**src/sv/mrrl_pkg.sv**
```systemverilog
// ----------------------------------------------------------------------------
// Motion report rate limiter package
// Shared types, axis and command codes, constants and a saturating adder.
// ----------------------------------------------------------------------------
package mrrl_pkg;

  localparam logic [15:0] AXIS_X = 16'd0;
  localparam logic [15:0] AXIS_Y = 16'd1;

  localparam logic CMD_EVENT = 1'b0;
  localparam logic CMD_TICK  = 1'b1;

  localparam logic [15:0] INTERVAL_RESET = 16'd10;
  localparam logic [15:0] MS_MAX         = 16'hFFFF;

  // One emitted result
  typedef struct packed {
    logic [15:0]        code;
    logic signed [31:0] value;
    logic               sync;
    logic               last;
  } res_t;

  // One accepted input item
  typedef struct packed {
    logic               cmd;
    logic [15:0]        code;
    logic signed [31:0] value;
    logic               sync;
  } item_t;

  function automatic logic signed [31:0] sat_add(input logic signed [31:0] a,
                                                 input logic signed [31:0] b);
    logic signed [31:0] s;
    begin
      s = a + b;
      if (a[31] == b[31] && s[31] != a[31]) begin
        sat_add = a[31] ? 32'sh8000_0000 : 32'sh7FFF_FFFF;
      end else begin
        sat_add = s;
      end
    end
  endfunction

endpackage

```
**src/sv/motion_report_rate_limiter_unit.sv**
```systemverilog
// ----------------------------------------------------------------------------
// Motion report rate limiter unit
// Coalesces X/Y motion deltas into saturating sums and emits them no more
// often than the programmed interval; other event codes pass through.
// ----------------------------------------------------------------------------
//
//  channel  | direction | handshake           | payload
//  ---------+-----------+---------------------+----------------------------------
//  input    | in        | in_valid/in_stall   | cmd, event_code, event_value,
//           |           |                     | event_sync
//  output   | out       | out_valid/out_stall | out_code, out_value, out_sync,
//           |           |                     | last_of_run
//  config   | in        | cfg_we              | cfg_wdata (interval_ms)
//
// An item is held in the input register; its results then pass through the
// result queue to the output. Items that give zero or one result go through
// at one per cycle while the output does not stall. A flush with both axes
// fills both slots of the two-entry result queue and the output port then
// sets the pace. Reset (rst, synchronous) empties both registers, clears the
// state and loads interval 10. An output stall holds the queue, and the input
// stalls once the queue has no room for the results of the held item.
// ----------------------------------------------------------------------------
module motion_report_rate_limiter_unit
  import mrrl_pkg::*;
(
  input  logic               clk,
  input  logic               rst,
  // configuration
  input  logic               cfg_we,
  input  logic [15:0]        cfg_wdata,
  // input channel
  input  logic               in_valid,
  output logic               in_stall,
  input  logic               cmd,
  input  logic [15:0]        event_code,
  input  logic signed [31:0] event_value,
  input  logic               event_sync,
  // output channel
  output logic               out_valid,
  input  logic               out_stall,
  output logic [15:0]        out_code,
  output logic signed [31:0] out_value,
  output logic               out_sync,
  output logic               last_of_run
);

  logic [15:0]        interval_ms;
  logic signed [31:0] sum_x, sum_y;
  logic               x_present, y_present;
  logic [15:0]        ms_since_report;
  logic               reported_once;
  logic               flush_pending;

  item_t              item;
  logic               item_valid;

  res_t               q [2];
  logic [1:0]         cnt;

  // next-state values
  logic signed [31:0] sum_x_next, sum_y_next;
  logic               x_present_next, y_present_next;
  logic [15:0]        ms_since_report_next;
  logic               reported_once_next;
  logic               flush_pending_next;

  logic               is_axis, flush;
  logic               x_sel, y_sel;
  logic [1:0]         n_res;
  res_t               r0, r1;
  logic               pop, proc;
  logic [1:0]         base;
  logic [2:0]         need;

  // --------------------------------------------------------------------------
  // Item evaluation
  // --------------------------------------------------------------------------
  always_comb begin
    sum_x_next           = sum_x;
    sum_y_next           = sum_y;
    x_present_next       = x_present;
    y_present_next       = y_present;
    ms_since_report_next = ms_since_report;
    reported_once_next   = reported_once;
    flush_pending_next   = flush_pending;
    flush                = 1'b0;
    r0                   = '0;
    r1                   = '0;
    n_res                = 2'd0;
    x_sel                = 1'b0;
    y_sel                = 1'b0;
    is_axis              = (item.code == AXIS_X) || (item.code == AXIS_Y);

    if (item.cmd == CMD_TICK) begin
      if (ms_since_report != MS_MAX) begin
        ms_since_report_next = ms_since_report + 16'd1;
      end
      flush = flush_pending && (ms_since_report_next >= interval_ms);
    end else if (!is_axis) begin
      r0    = '{code: item.code, value: item.value, sync: item.sync, last: 1'b1};
      n_res = 2'd1;
    end else begin
      if (item.code == AXIS_X) begin
        sum_x_next     = sat_add(sum_x, item.value);
        x_present_next = 1'b1;
      end else begin
        sum_y_next     = sat_add(sum_y, item.value);
        y_present_next = 1'b1;
      end
      if (item.sync) begin
        if (!reported_once || ms_since_report >= interval_ms) begin
          flush = 1'b1;
        end else begin
          flush_pending_next = 1'b1;
        end
      end
    end

    if (flush) begin
      x_sel = x_present_next;
      y_sel = y_present_next;
      if (x_sel) begin
        r0 = '{code: AXIS_X, value: sum_x_next, sync: !y_sel, last: !y_sel};
        r1 = '{code: AXIS_Y, value: sum_y_next, sync: 1'b1, last: 1'b1};
      end else begin
        r0 = '{code: AXIS_Y, value: sum_y_next, sync: 1'b1, last: 1'b1};
      end
      n_res                = {1'b0, x_sel} + {1'b0, y_sel};
      sum_x_next           = '0;
      sum_y_next           = '0;
      x_present_next       = 1'b0;
      y_present_next       = 1'b0;
      ms_since_report_next = '0;
      reported_once_next   = 1'b1;
      flush_pending_next   = 1'b0;
    end
  end

  // --------------------------------------------------------------------------
  // Flow control
  // --------------------------------------------------------------------------
  assign out_valid = (cnt != 2'd0);
  assign pop       = out_valid && !out_stall;
  assign base      = cnt - {1'b0, pop};
  assign need      = {1'b0, base} + {1'b0, n_res};
  assign proc      = item_valid && (need <= 3'd2);
  assign in_stall  = item_valid && !proc;

  assign out_code    = q[0].code;
  assign out_value   = q[0].value;
  assign out_sync    = q[0].sync;
  assign last_of_run = q[0].last;

  // --------------------------------------------------------------------------
  // Registers
  // --------------------------------------------------------------------------
  always_ff @(posedge clk) begin
    if (rst) begin
      interval_ms     <= INTERVAL_RESET;
      sum_x           <= '0;
      sum_y           <= '0;
      x_present       <= 1'b0;
      y_present       <= 1'b0;
      ms_since_report <= '0;
      reported_once   <= 1'b0;
      flush_pending   <= 1'b0;
      item_valid      <= 1'b0;
      cnt             <= 2'd0;
    end else begin
      if (cfg_we) begin
        interval_ms <= cfg_wdata;
      end
      if (proc) begin
        sum_x           <= sum_x_next;
        sum_y           <= sum_y_next;
        x_present       <= x_present_next;
        y_present       <= y_present_next;
        ms_since_report <= ms_since_report_next;
        reported_once   <= reported_once_next;
        flush_pending   <= flush_pending_next;
        cnt             <= need[1:0];
      end else begin
        cnt <= base;
      end
      if (in_valid && !in_stall) begin
        item_valid <= 1'b1;
      end else if (proc) begin
        item_valid <= 1'b0;
      end
    end
  end

  // Payload: input register and result queue
  always_ff @(posedge clk) begin
    if (in_valid && !in_stall) begin
      item <= '{cmd: cmd, code: event_code, value: event_value, sync: event_sync};
    end
    // write new results behind what remains after the advance
    if (proc && n_res != 2'd0 && base == 2'd0) begin
      q[0] <= r0;
    end else if (pop) begin
      q[0] <= q[1];
    end
    if (proc && n_res == 2'd2) begin
      q[1] <= r1;
    end else if (proc && n_res == 2'd1 && base == 2'd1) begin
      q[1] <= r0;
    end
  end

  // --------------------------------------------------------------------------
  // Assertions
  // --------------------------------------------------------------------------
  a_cnt_range : assert property (@(posedge clk) disable iff (rst) cnt != 2'd3)
    else $error("result queue count out of range");

  a_pending_after_report : assert property (@(posedge clk) disable iff (rst)
    flush_pending |-> reported_once)
    else $error("flush pending before any report");

  a_flush_clears : assert property (@(posedge clk) disable iff (rst)
    proc && flush |=> !x_present && !y_present && ms_since_report == 16'd0
                      && !flush_pending)
    else $error("flush did not clear the accumulator state");

  a_full_queue_last : assert property (@(posedge clk) disable iff (rst)
    cnt == 2'd2 |-> q[1].last)
    else $error("queue tail does not close a run");

endmodule

```
**config.mk**
```make
export PLATFORM = sky130hd
export DESIGN_NAME = motion_report_rate_limiter_unit
export DESIGN_NICKNAME = d
export VERILOG_FILES = /design/src/sv/mrrl_pkg.sv /design/src/sv/motion_report_rate_limiter_unit.sv
export SDC_FILE = /design/constraint.sdc
export NUM_CORES = 1
export LEC_CHECK = 0
export ABC_AREA = 1
export BUFFER_PORTS_ARGS = -buffer_cell sky130_fd_sc_hd__buf_2
export CAP_MARGIN = 30
export CORE_MARGIN = 4
export CORE_UTILIZATION = 60
export DETAILED_ROUTE_END_ITERATION = 7
export MAX_ROUTING_LAYER = met4
export PLACE_DENSITY_LB_ADDON = 0.05
export SLEW_MARGIN = 20
export SYNTH_ARGS = -nofsm -noshare
export SYNTH_HDL_FRONTEND = slang
export SYNTH_SLANG_ARGS = --single-unit
```
**constraint.sdc**
```tcl
create_clock -name clk -period 9.6 [get_ports clk]
set_input_delay 0.48 -clock clk [delete_from_list [all_inputs] [get_ports clk]]
set_output_delay 0.48 -clock clk [all_outputs]
set_load 0.05 [all_outputs]
```
-- Word level (Yosys, flattened, before mapping)
Memory sizes are Yosys's and may differ from the RTL's.
Index checks and enable logic that the tools add are counted.
- bits in registers: 153
- RAM bits: 100
- input port bits: 71
- output and inout bits: 52
- memories kept: 1
- memory list (memory ; words ; bits a word ; read ports ; clocked after Yosys merged registers in ; wr ports ; RTL line ; source):
    q ; 2 ; 50 ; 2 ; 0 ; 2 ; motion_report_rate_limiter_unit.sv:57 ; res_t q [2];
- add/subtract/negate cells: 6
- order comparisons: 3
- eq/ne operators: 11
- muxes and demuxes: 57
- bitwise gates (word level): 2
- reduce and logical (&&, ||, !) cells: 30
- operators by type and width (cell ; count):
    32-bit 2-to-1 mux ; 12
    50-bit 2-to-1 mux ; 5
    35-bit 2-to-1 mux ; 3
    32-bit adder ; 2
    16-bit 2-to-1 mux ; 4
    16-bit >= comparator ; 2
    1-bit 2-to-1 mux ; 31
    16-bit by 1-bit adder with 16-bit output, second input constant ; 1
    16-bit by 1-bit == test with 1-bit output, second input constant ; 1
    16-bit zero test ; 1
    16-bit != test, second input constant ; 1
    1-bit logical AND ; 12
    2-bit nonzero test ; 6
    1-bit zero test ; 5
    5-bit AND reduction ; 1
    2-bit by 1-bit == test with 1-bit output, second input constant ; 2
    2-bit 2-to-1 mux ; 2
    2-bit AND reduction ; 2
    2-bit by 2-bit adder with 3-bit output ; 1
    3-bit by 2-bit less-or-equal comparator with 1-bit output, second input constant ; 1
    1-bit by 1-bit adder with 2-bit output ; 1
    1-bit == test ; 2
    2-bit == test, second input constant ; 1
    2-bit zero test ; 1
    6 further kinds ; 9

-- Depth between registers and ports, before layout
- depth in word-level cells: 16
- gate-level depth with buffers: 35

-- Least setup slack after synthesis
No wires, ideal clock.
- path kind: reg-to-reg
- from: register ms_since_report[5]
- to: memory q[1][0] (netlist bit), enable pin
- setup time: 0.532 ns
- arrival time: 7.553 ns
- required time: 9.068 ns
- slack: 1.516 ns
- stages on the path, launching flop included: 27
- path buffers: 1
- period minus slack after synthesis: 8.084 ns
- cell sequence: dfxtp_1 inv_1 nor3_1 nand4_1 nor2_1 nand3_1 a21oi_1 o21ai_0 ha_1 nand2_1 nor3_2 nand3_1 nand3_1 nand2_1 nand2_2 nand3_2 nand2_2 ha_1 inv_1 fa_1 inv_1 nand2_1 nand2_1 nor2_2 inv_2 clkbuf_1 o31ai_1
- RTL lines (element ; RTL line ; source):
    from (decl) ; motion_report_rate_limiter_unit.sv:50 ; logic [15:0] ms_since_report;
    from (signal assigned) ; motion_report_rate_limiter_unit.sv:178 ; ms_since_report <= ms_since_report_next;
    to (decl) ; motion_report_rate_limiter_unit.sv:57 ;

==> flow_metrics.tcl <==
set metrics [dict create \
    outcome "completed" \
    grt_pass1_vias 16008 \
    clk_pin_slew_ns 0.07 \
    yosys_warnings 0 \
    drtAntennaViolNets 0 \
    die_area_um2 31600 \
    r2r_start "ms_since_report[0]" \
    finalClockSkew_ns 0.0259 \
    io_pins 123 \
    drt-total-wl_um 54300 \
    vias 17242 \
    power_mw 3.74 \
    gp_congestion 0.996 \
    crit_path_end "q[1][28]" \
    hold_class "primary input to flip-flop" \
    powerDensity_nw_per_um2 195 \
    p_leak_nw 9.50 \
    grt_pass1_wl_um 83700 \
    cp-startpoint "ms_since_report[0]" \
    dr.pass1.iters 7 \
    ir_worst_vdd_v 0.000200 \
    end_kind "flip-flop" \
    tightest_slew_ns 0.962 \
    root_buffer "clkbuf_16" \
    rows 61 \
    critPathKind "flip-flop to flip-flop" \
    worst_setup_path_start_kind "flip-flop" \
    synth.avg_cell_area_um2 6.74 \
    antenna_found_initial 0 \
    hold_viol 0 \
    slew_viol_final 0 \
    gr-total-overflow 0 \
    ys.flop_type "edfxtp_1" \
    rsz0062_at_grt "false" \
    syn_to_final_growth_pct 10.8 \
    worst_ep_arrival_time_ns 6.83 \
    final_nets 2821 \
    via_per_inst 5.66 \
    clk_latency_ns 0.58 \
    r2r_cells 30 \
    synth_area_um2 17300 \
    regToRegSetupSlack_ns 2.95 \
    crit_fanout 70 \
    fmax_mhz 150 \
    cp_slowest_stage_delay_ns 0.61 \
    slew_headroom_pct 35.8 \
    synth_top_cell_by_area "edfxtp_1" \
    io_buffers 122 \
    drc 0 \
    die_width_um 178 \
    async_flop_share_pct 0 \
    cts_num_sinks 253 \
    setup_tns_ns 0 \
    cts_setup_buffers 0 \
    track_usage_pct 34.3 \
    synth_edf_count 150 \
    crit_slowest_cell "buf_4" \
    htreeDepth 1 \
    maxCapViolCount 0 \
    avgRoutedWirePerCell_um 17.8 \
    synth-seq-cells 253 \
    synth_top_area_share_pct 26.1 \
    synth_seq_area_share_pct 38.0 \
    cts_tree "built" \
    drt_iter0_drc 1773 \
    drive_above_1_share_pct 8.36 \
    cts_max_path_buffers 3 \
    die_h_um 178 \
    final_common_cell "nand2_1" \
    cts_resized 0 \
    start_util_pct 61.5 \
    finalSetupViolations 0 \
    r2r-end "q[1][28]" \
    timing.final.crit_share_pct 69.2 \
    synth_cells 2562 \
    final_util_pct 68.1 \
    core_area_um2 28100 \
    syn_nets 2736 \
    cp.required_ns 9.79 \
    worst_path_most_repeated_cell "nand2_1" \
    synthTopCellsByArea "edfxtp_1, nand2_1, dfxtp_1" \
    postCtsHoldBufs 0 \
    min_period_ns 6.65 \
    layout_common_cells "nand2_1, inv_1, nand3_1" \
    antennaDiodeCount 0 \
    cts_buffers 28 \
    hold_slack_ns 0.0733 \
    grt_max_degree 86 \
    ys_types 43 \
    hpwl_um 39200 \
]
[through the flow]
step,cells,cell area (µm²),worst slack (ns)
finish,3047,19100,2.95
CTS,3045,19100,3.03
global route,3047,19100,2.49
floorplan,2562,17300,1.52
global placement,2991,18100,3.25
detailed placement,2993,18100,3.05
[worst min-delay path by stage]
stage | start | to | slack (ns) | cells past startpoint
4_1_cts | event_code[7] | item[40] | 0.06 | 1
3_5_place_dp | flush_pending | flush_pending | 0.47 | 2
6_report | event_code[7] | item[40] | 0.07 | 1
3_3_place_gp | flush_pending | flush_pending | 0.45 | 2
2_1_floorplan | flush_pending | flush_pending | 0.43 | 2
5_1_grt | event_code[8] | item[41] | 0.07 | 1
[state kept, by name (all words and copies together), names as in the netlist]
name,cells
y_present,1
item_valid,1
interval_ms,16
ms_since_report,16
q,100
sum_x,32
flush_pending,1
reported_once,1
x_present,1
item,50
sum_y,32
cnt,2
[routing by layer]
layer | GRT usage, % | up-vias | wire length (µm)
li1 | - | 8330 | -
met1 | 41.5 | 7838 | 21100
met2 | 57.3 | 881 | 25800
met3 | 4.03 | 193 | 4170
met4 | 16.6 | 0 | 3220
met5 | - | - | 0
[synthesized netlist by cell type, types with 3 or more instances]
master	number
nand2_1	1079
inv_1	321
nand3_1	231
a21oi_1	160
edfxtp_1	150
nor2_1	137
dfxtp_1	103
ha_1	98
o21ai_0	59
clkbuf_1	39
nor3_1	30
nand4_1	22
buf_2	21
buf_4	16
xor2_1	16
inv_2	13
nand2_2	8
and2_1	7
xnor2_1	6
fa_1	5
a21o_1	3
buf_6	3
nor3_2	3
o21bai_1	3
or2_2	3
[worst max-delay path, delay by kind of cell, from the launching register on]
family                   cells  cell delay, ns
AND/OR/NAND/NOR             18            3.06
buffers and inverters        6            1.27
adder cells (fa/ha/maj)      4            1.23
flip-flops                   1            0.41
AO/OA/AOI/OAI                1            0.16
XOR/XNOR                     1            0.10
[final cells by class]
| type | count | area [µm²] |
|---|---|---|
| multi-input cells | 1893 | 9080 |
| repair buffers | 135 | 756 |
| clock inverters | 14 | 229 |
| flip-flops and latches | 253 | 6570 |
| clock buffers | 38 | 768 |
| inverters | 336 | 1260 |
| fillers | 2449 | 8950 |
| well taps | 378 | 473 |
[where the power goes]
group | switching (mW) | internal [mW] | leakage, nW
clock network | 0.470 | 0.699 | 0.483
registers | 0.0844 | 1.35 | 2.26
logic | 0.886 | 0.247 | 6.76
[cell families after synthesis]
group	synth area share, %
simple gates	36.6
xor+xnor	1.12
fa+ha+maj	7.68
compound gates	6.94
flops	38.0
buf+inv	9.68
Note: power is estimated with default switching activity, not from simulation.
